==> src/hdl/kvt_pkg.sv <==
// Shared constants, codes and types for the keyed value table.
`default_nettype none
package kvt_pkg;

    localparam int TABLE_DEPTH = 32;
    localparam int KEY_WIDTH   = 32;
    localparam int VALUE_WIDTH = 32;
    localparam int IDX_W       = $clog2(TABLE_DEPTH);
    localparam int CNT_W       = $clog2(TABLE_DEPTH + 1);

    localparam int ACT_W       = 3;
    localparam int STAT_W      = 2;
    localparam int IN_DATA_W   = 64;
    localparam int OUT_DATA_W  = 48;

    localparam logic [ACT_W-1:0] ACT_INSERT = 3'd0;
    localparam logic [ACT_W-1:0] ACT_ERASE  = 3'd1;
    localparam logic [ACT_W-1:0] ACT_CLEAR  = 3'd2;
    localparam logic [ACT_W-1:0] ACT_LOOKUP = 3'd3;
    localparam logic [ACT_W-1:0] ACT_COUNT  = 3'd4;

    localparam logic [STAT_W-1:0] ST_DONE    = 2'd0;
    localparam logic [STAT_W-1:0] ST_FULL    = 2'd1;
    localparam logic [STAT_W-1:0] ST_MISSING = 2'd2;

    typedef struct packed {
        logic [KEY_WIDTH-1:0]   key;
        logic [VALUE_WIDTH-1:0] value;
    } t_entry;

    typedef struct packed {
        logic             wr_en;
        logic [IDX_W-1:0] wr_addr;
        t_entry           wr_data;
        logic [IDX_W-1:0] rd_addr;
    } t_mem_req;

endpackage
`default_nettype wire

==> src/hdl/kvt_mem.sv <==
// Entry store: one write port, one registered read port.
`default_nettype none
module kvt_mem
    import kvt_pkg::*;
(
    input  wire logic     i_clk,
    input  wire t_mem_req i_req,
    output t_entry        o_rd_data
);

    t_entry r_mem [TABLE_DEPTH];

    always_ff @(posedge i_clk) begin
        if (i_req.wr_en) begin
            r_mem[i_req.wr_addr] <= i_req.wr_data;
        end
        o_rd_data <= r_mem[i_req.rd_addr];
    end

endmodule
`default_nettype wire

==> src/hdl/keyed_value_table.sv <==
// Top level: insertion-ordered key/value table with linear search over one memory.
// Insert, clear and unknown actions complete without a scan; lookup, count and erase read the
// entries one by one. A lookup stops at the first match; an erase hit shifts later entries down.
// One item at a time, set by the single memory read port.
// Reset (synchronous, active low) empties the table; memory contents are not cleared.
`default_nettype none
module keyed_value_table
    import kvt_pkg::*;
(
    input  wire logic                  i_clk,
    input  wire logic                  i_rst_n,
    input  wire logic                  s_axis_tvalid,
    output logic                       s_axis_tready,
    input  wire logic [IN_DATA_W-1:0]  s_axis_tdata,  // lookup_key[31:0], value_in[63:32]
    input  wire logic [ACT_W-1:0]      s_axis_tuser,  // action[2:0]
    output logic                       m_axis_tvalid,
    input  wire logic                  m_axis_tready,
    output logic [OUT_DATA_W-1:0]      m_axis_tdata   // status[1:0], found[2], value_out[34:3],
                                                      // match_count[40:35], table_size[46:41]
);

    typedef enum logic [3:0] {
        S_IDLE  = 4'b0001,
        S_SCAN  = 4'b0010,
        S_SHIFT = 4'b0100,
        S_DONE  = 4'b1000
    } t_state;

    t_state                  r_state, n_state;
    logic [CNT_W-1:0]        r_count, n_count;
    logic [CNT_W-1:0]        r_idx, n_idx;
    logic                    r_rd_vld, n_rd_vld;
    logic [IDX_W-1:0]        r_rd_idx, n_rd_idx;
    logic [ACT_W-1:0]        r_act, n_act;
    logic [KEY_WIDTH-1:0]    r_key, n_key;
    logic [VALUE_WIDTH-1:0]  r_val, n_val;
    logic [STAT_W-1:0]       r_status, n_status;
    logic                    r_found, n_found;
    logic [VALUE_WIDTH-1:0]  r_vout, n_vout;
    logic [CNT_W-1:0]        r_mcount, n_mcount;
    logic                    r_out_vld, n_out_vld;
    logic [OUT_DATA_W-1:0]   r_out_data, n_out_data;

    t_mem_req                mem_req;
    t_entry                  rd_data;
    logic                    issue;
    logic                    key_hit;
    logic                    val_hit;

    kvt_mem u_mem (
        .i_clk     (i_clk),
        .i_req     (mem_req),
        .o_rd_data (rd_data)
    );

    assign s_axis_tready = (r_state == S_IDLE);
    assign m_axis_tvalid = r_out_vld;
    assign m_axis_tdata  = r_out_data;

    assign issue   = (r_idx < r_count);
    assign key_hit = (rd_data.key == r_key);
    assign val_hit = (rd_data.value == r_val);

    always_comb begin
        n_state    = r_state;
        n_count    = r_count;
        n_idx      = r_idx;
        n_rd_vld   = 1'b0;
        n_rd_idx   = r_rd_idx;
        n_act      = r_act;
        n_key      = r_key;
        n_val      = r_val;
        n_status   = r_status;
        n_found    = r_found;
        n_vout     = r_vout;
        n_mcount   = r_mcount;
        n_out_vld  = r_out_vld;
        n_out_data = r_out_data;

        mem_req.wr_en   = 1'b0;
        mem_req.wr_addr = r_count[IDX_W-1:0];
        mem_req.wr_data = '{key: s_axis_tdata[KEY_WIDTH-1:0],
                            value: s_axis_tdata[KEY_WIDTH +: VALUE_WIDTH]};
        mem_req.rd_addr = r_idx[IDX_W-1:0];

        if (m_axis_tvalid && m_axis_tready) begin
            n_out_vld = 1'b0;
        end

        unique case (r_state)
            S_IDLE: begin
                if (s_axis_tvalid) begin
                    n_act    = s_axis_tuser;
                    n_key    = s_axis_tdata[KEY_WIDTH-1:0];
                    n_val    = s_axis_tdata[KEY_WIDTH +: VALUE_WIDTH];
                    n_status = ST_DONE;
                    n_found  = 1'b0;
                    n_vout   = '0;
                    n_mcount = '0;
                    n_idx    = '0;
                    unique case (s_axis_tuser) inside
                        ACT_INSERT: begin
                            if (r_count == CNT_W'(TABLE_DEPTH)) begin
                                n_status = ST_FULL;
                            end else begin
                                mem_req.wr_en = 1'b1;
                                n_count       = r_count + CNT_W'(1);
                            end
                            n_state = S_DONE;
                        end
                        ACT_CLEAR: begin
                            n_count = '0;
                            n_state = S_DONE;
                        end
                        ACT_ERASE, ACT_LOOKUP, ACT_COUNT: begin
                            n_state = S_SCAN;
                        end
                        default: begin
                            n_state = S_DONE;
                        end
                    endcase
                end
            end
            S_SCAN: begin
                if (issue) begin
                    n_idx    = r_idx + CNT_W'(1);
                    n_rd_vld = 1'b1;
                    n_rd_idx = r_idx[IDX_W-1:0];
                end
                if (r_rd_vld) begin
                    if (r_act == ACT_COUNT && val_hit) begin
                        n_mcount = r_mcount + CNT_W'(1);
                    end
                    if (r_act == ACT_LOOKUP && key_hit) begin
                        n_found  = 1'b1;
                        n_vout   = rd_data.value;
                        n_rd_vld = 1'b0;
                        n_state  = S_DONE;
                    end
                    if (r_act == ACT_ERASE && key_hit) begin
                        // restart reads just past the match for the shift-down
                        n_found  = 1'b1;
                        n_idx    = CNT_W'(r_rd_idx) + CNT_W'(1);
                        n_rd_vld = 1'b0;
                        n_state  = S_SHIFT;
                    end
                end else if (!issue) begin
                    if (r_act != ACT_COUNT) begin
                        n_status = ST_MISSING;
                    end
                    n_state = S_DONE;
                end
            end
            S_SHIFT: begin
                if (issue) begin
                    n_idx    = r_idx + CNT_W'(1);
                    n_rd_vld = 1'b1;
                    n_rd_idx = r_idx[IDX_W-1:0];
                end
                if (r_rd_vld) begin
                    mem_req.wr_en   = 1'b1;
                    mem_req.wr_addr = r_rd_idx - IDX_W'(1);
                    mem_req.wr_data = rd_data;
                end else if (!issue) begin
                    n_count = r_count - CNT_W'(1);
                    n_state = S_DONE;
                end
            end
            S_DONE: begin
                if (!r_out_vld || m_axis_tready) begin
                    n_out_vld  = 1'b1;
                    n_out_data = {1'b0, r_count, r_mcount, r_vout, r_found, r_status};
                    n_state    = S_IDLE;
                end
            end
            default: begin
                n_state = S_IDLE;
            end
        endcase
    end

    always_ff @(posedge i_clk) begin
        if (!i_rst_n) begin
            r_state   <= S_IDLE;
            r_count   <= '0;
            r_rd_vld  <= 1'b0;
            r_out_vld <= 1'b0;
        end else begin
            r_state   <= n_state;
            r_count   <= n_count;
            r_rd_vld  <= n_rd_vld;
            r_out_vld <= n_out_vld;
        end
    end

    always_ff @(posedge i_clk) begin
        r_idx      <= n_idx;
        r_rd_idx   <= n_rd_idx;
        r_act      <= n_act;
        r_key      <= n_key;
        r_val      <= n_val;
        r_status   <= n_status;
        r_found    <= n_found;
        r_vout     <= n_vout;
        r_mcount   <= n_mcount;
        r_out_data <= n_out_data;
    end

endmodule
`default_nettype wire

==> config.mk <==
export PLATFORM = sky130hd
export DESIGN_NAME = keyed_value_table
export DESIGN_NICKNAME = d
export VERILOG_FILES = /design/src/hdl/kvt_pkg.sv /design/src/hdl/kvt_mem.sv /design/src/hdl/keyed_value_table.sv
export SDC_FILE = /design/constraint.sdc
export NUM_CORES = 2
export LEC_CHECK = 0
export BUFFER_PORTS_ARGS = -buffer_cell sky130_fd_sc_hd__buf_2
export CAP_MARGIN = 5
export CORE_MARGIN = 1
export CORE_UTILIZATION = 30
export CTS_BUF_LIST = sky130_fd_sc_hd__clkbuf_4 sky130_fd_sc_hd__clkbuf_8
export DETAILED_ROUTE_END_ITERATION = 10
export HOLD_SLACK_MARGIN = 0.05
export PLACE_DENSITY_LB_ADDON = 0.05
export SYNTH_ARGS = -nofsm -noshare
export SYNTH_HDL_FRONTEND = slang
export SYNTH_SLANG_ARGS = --single-unit
==> constraint.sdc <==
create_clock -name i_clk -period 5.5 [get_ports i_clk]
set_input_delay 0.275 -clock i_clk [delete_from_list [all_inputs] [get_ports i_clk]]
set_output_delay 0.275 -clock i_clk [all_outputs]
set_load 0.1 [all_outputs]
==> impl_metrics.py <==
metrics = {
    "sta": {
        "fin_worst_skew_ns": 0.110,
        "rsz0062_at_grt": "false",
        "whs_ns": 0.171,
        "fmax_ghz": 0.244,
        "setup_violations": 0,
        "relSlewSlack_pct": 11.4,
        "setup_tns_ns": 0,
        "fin_ws_ns": 1.40,
        "timing.final.crit_share_pct": 74.5,
        "maxSlewViolCount": 0,
        "period_needed_ns": 4.10,
        "worst_pin_slew_ns": 1.33,
        "hold_viol": 0,
    },
    "logic_synthesis": {
        "avgSynthCellArea_um2": 24.1,
        "syn-cell-area_um2": 87200,
        "ys_async_sr_fraction_pct": 0,
        "ys_warn_count": 0,
        "yosysSeqAreaShare_pct": 78.0,
        "ys_seq_elements": 2290,
        "netlist-cell-type-count": 63,
        "synthCells": 3618,
        "synth_edf_count": 2214,
        "synth_flop_cell": "edfxtp_1",
        "synthesis.nets": 3701,
    },
    "die": {
        "die_y_um": 541,
        "die_w_um": 541,
        "design.core.area_um2": 288000,
        "row_count": 197,
        "fp.dieArea_um2": 293000,
        "pin_count": 121,
        "initial_core_util_pct": 30.2,
    },
    "setup_path": {
        "criticalPathCategory": "flip-flop to flip-flop",
        "path_common_cell": "buf_4",
        "start_kind": "flip-flop",
        "crit_fanout": 15,
        "path_buf_inv": 2,
        "crit_slowest_cell": "nor2_4",
        "worst_ep_arrival_time_ns": 4.75,
        "slowest_delay_ns": 0.90,
        "crit_family": "simple AND/OR/NAND/NOR gates",
        "required_ns": 6.15,
        "path_cells": "nor4b_2 > nand3_1 > nor4_1 > o21ba_1 > a22oi_1 > buf_4 > nor2_4 > buf_4",
        "endpoint_kind": "flip-flop",
    },
    "cts": {
        "cts_tree": "done",
        "cts_resized": 0,
        "root_buffer": "clkbuf_8",
        "cts-buffers-inserted": 408,
        "clk_path_buf_depth": 4,
        "clkTransAtPathRegs_ns": 0.06,
        "clock_latency_ns": 1.07,
        "h-tree-depth": 5,
        "clock_sinks": 2290,
    },
    "layout": {
        "syn_to_final_growth_pct": 18.2,
        "drive_gt1_share_pct": 36.2,
        "fillers": 26600,
        "fin_nets": 4345,
        "finalCoreUtilization_pct": 35.7,
    },
    "global_routing": {
        "grt_pass1_vias": 44000,
        "grt_max_degree": 94,
        "grt_pass1_wl_um": 374000,
        "grt_overflow": 0,
        "grt_usage_pct": 18.4,
        "antenna_found_initial": 22,
    },
    "flow_run": {
        "cap_violations": 0,
    },
    "placed_design": {
        "hpwl_um": 154000,
        "port_buffers": 119,
        "preCtsSetupSlack_ns": 1.36,
        "place.gp.congestion": 0.758,
    },
    "power": {
        "ir_drop_v": 0.000169,
        "p_leak_nw": 32.3,
        "p_comb_share_pct": 6.5,
        "power.internal_mw": 28.7,
        "finalPower_mw": 37.4,
        "p_clk_share_pct": 41.4,
        "switching_share_pct": 23.3,
        "p_per_area_nw_per_um2": 363,
        "seqPwrFrac_pct": 52.1,
        "p_switching_mw": 8.70,
    },
    "min_path": {
        "hp-class": "input pin to flip-flop",
    },
    "detailed_routing": {
        "vias_per_cell": 4.90,
        "drc": 0,
        "ant_nets": 0,
        "drtIter0Drc": 3046,
        "vias": 41100,
        "dr.pass1.iters": 4,
        "totalWireLength_um": 270000,
        "routedWlPerCell_um": 32.2,
    },
    "status": {
        "status": "finished clean",
    },
}
stage by stage:
step                      instances  area (µm²)
after floorplan                3618       87200
after global placement         7497       93800
after detailed placement       7497       93800
after CTS                      8364      103000
after global routing           8366      103000
final                          8373      103000
cells by family (layout without fill, tap and decap cells):
logic type,Yosys count,count (layout),share of synthesized area [%]
fa+ha+maj,12,12,0.172
compound gates,71,71,0.560
buf+inv,191,1156,0.966
xor+xnor,77,77,0.774
other cells,1,10,0.00430
flops,2290,2290,78.0
simple gates,205,205,1.25
mux,771,771,18.2
worst register-to-register path, delay by kind of cell (launching register included):
family | cells | cell delay [ns]
simple gates | 4 | 2.26
buf+inv | 2 | 0.71
flops | 1 | 0.44
compound gates | 2 | 0.31
metal layers:
metal / vias up / global-route usage [%] / wire, µm
li1: 16900 / - / -
met1: 22800 / 25.5 / 122000
met2: 967 / 30.7 / 133000
met3: 361 / 2.40 / 10200
met4: 2 / 4.37 / 5220
met5: - / 0 / 9
worst paths after layout:
path	slack [ns]	cells past startpoint	endpoint	startpoint
worst max-delay path	1.40	8	u_mem.r_mem[20][34]$_DFFE_PP_	r_state[0]$_SDFFE_PN1P_
worst min-delay path	0.17	2	r_key[24]$_DFFE_PP_	s_axis_tdata[24]
worst max register to register	1.40	8	u_mem.r_mem[20][34]$_DFFE_PP_	r_state[0]$_SDFFE_PN1P_
worst min register to register	0.41	0	m_axis_tdata[9]$_DFFE_PP_	r_vout[6]$_SDFFCE_PN0P_
synth_stat cells (all sizes together), types with 3 or more instances:
library cell  instances  area (µm²)
xor2                 51         447
o21ai                21         105
xnor2                26         228
a21boi                3        22.5
dfxtp                76        1520
nand4                11        68.8
mux4                640       14400
nand2                20        75.1
nor4                 21         131
nor3                 10        50.1
ha                   12         150
o211a                 3        30.0
nor2                 54         203
nand3                22         110
a22oi                 5        37.5
inv                  16        60.1
a31oi                 3        18.8
buf                  64         365
edfxtp             2214       66500
nand2b                6        37.5
o21a                  3        22.5
mux2i                 3        30.0
and3                 38         238
mux2                128        1440
nor2b                 4        25.0
or4                   3        22.5
clkbuf              111         417
a21oi                10        50.1
or3                   6        37.5
repair_timing:
item,4_1_cts,5_1_grt
hold buffers,136,0
endpoints found under the hold margin,452,0
setup buffers,0,0
layout by cell type (no fill, tap or decap), drive strengths merged, types with 3 or more instances in the layout:
| cell type | n |
|---|---|
| diode | 9 |
| mux2 | 128 |
| a21oi | 10 |
| o21a | 3 |
| edfxtp | 2214 |
| xor2 | 51 |
| clkinvlp | 8 |
| a22oi | 5 |
| o21ai | 21 |
| or4 | 3 |
| inv | 23 |
| dfxtp | 76 |
| dlygate4sd3 | 136 |
| clkbuf | 577 |
| mux4 | 640 |
| buf | 273 |
| nand2b | 6 |
| nor2b | 4 |
| mux2i | 3 |
| nand2 | 20 |
| or3 | 6 |
| xnor2 | 26 |
| bufinv | 5 |
| nor2 | 54 |
| a21boi | 3 |
| and3 | 38 |
| a31oi | 3 |
| nand3 | 22 |
| nor3 | 10 |
| nand4 | 11 |
| o211a | 3 |
| ha | 12 |
| nor4 | 21 |
| clkinv | 134 |
area by class of cell:
| type | count | area (µm²) | share of cell area [%] |
|---|---|---|---|
| diodes | 9 | 22.5 | 0.0219 |
| clock buffers | 577 | 6970 | 6.76 |
| clock inverters | 154 | 888 | 0.862 |
| inverters | 16 | 65.1 | 0.0632 |
| multi-input cells | 1137 | 18600 | 18.1 |
| flip-flops and latches | 2290 | 68000 | 66.0 |
| well taps | 3781 | 4730 | 4.59 |
| repair buffers | 409 | 3730 | 3.62 |
power by group through the flow:
stage	registers, mW	logic (mW)	clock network, mW
after global placement	19.8	2.45	0
after CTS	19.5	2.54	16.0
after floorplan	19.8	1.41	0
after global routing	19.5	2.60	16.7
after detailed placement	19.8	2.44	0
final	19.5	2.44	15.5
flip-flops by register name, indices dropped and copies added, names as in the netlist:
signal,count
m_axis_tvalid,1
r_val,32
m_axis_tdata,47
r_rd_vld,1
r_act,3
r_state,4
u_mem.o_rd_data,64
r_idx,6
r_mcount,6
r_vout,32
r_count,6
u_mem.r_mem,2048
r_rd_idx,5
r_found,1
r_key,32
r_status,2
(Power assumes the default switching activity.)
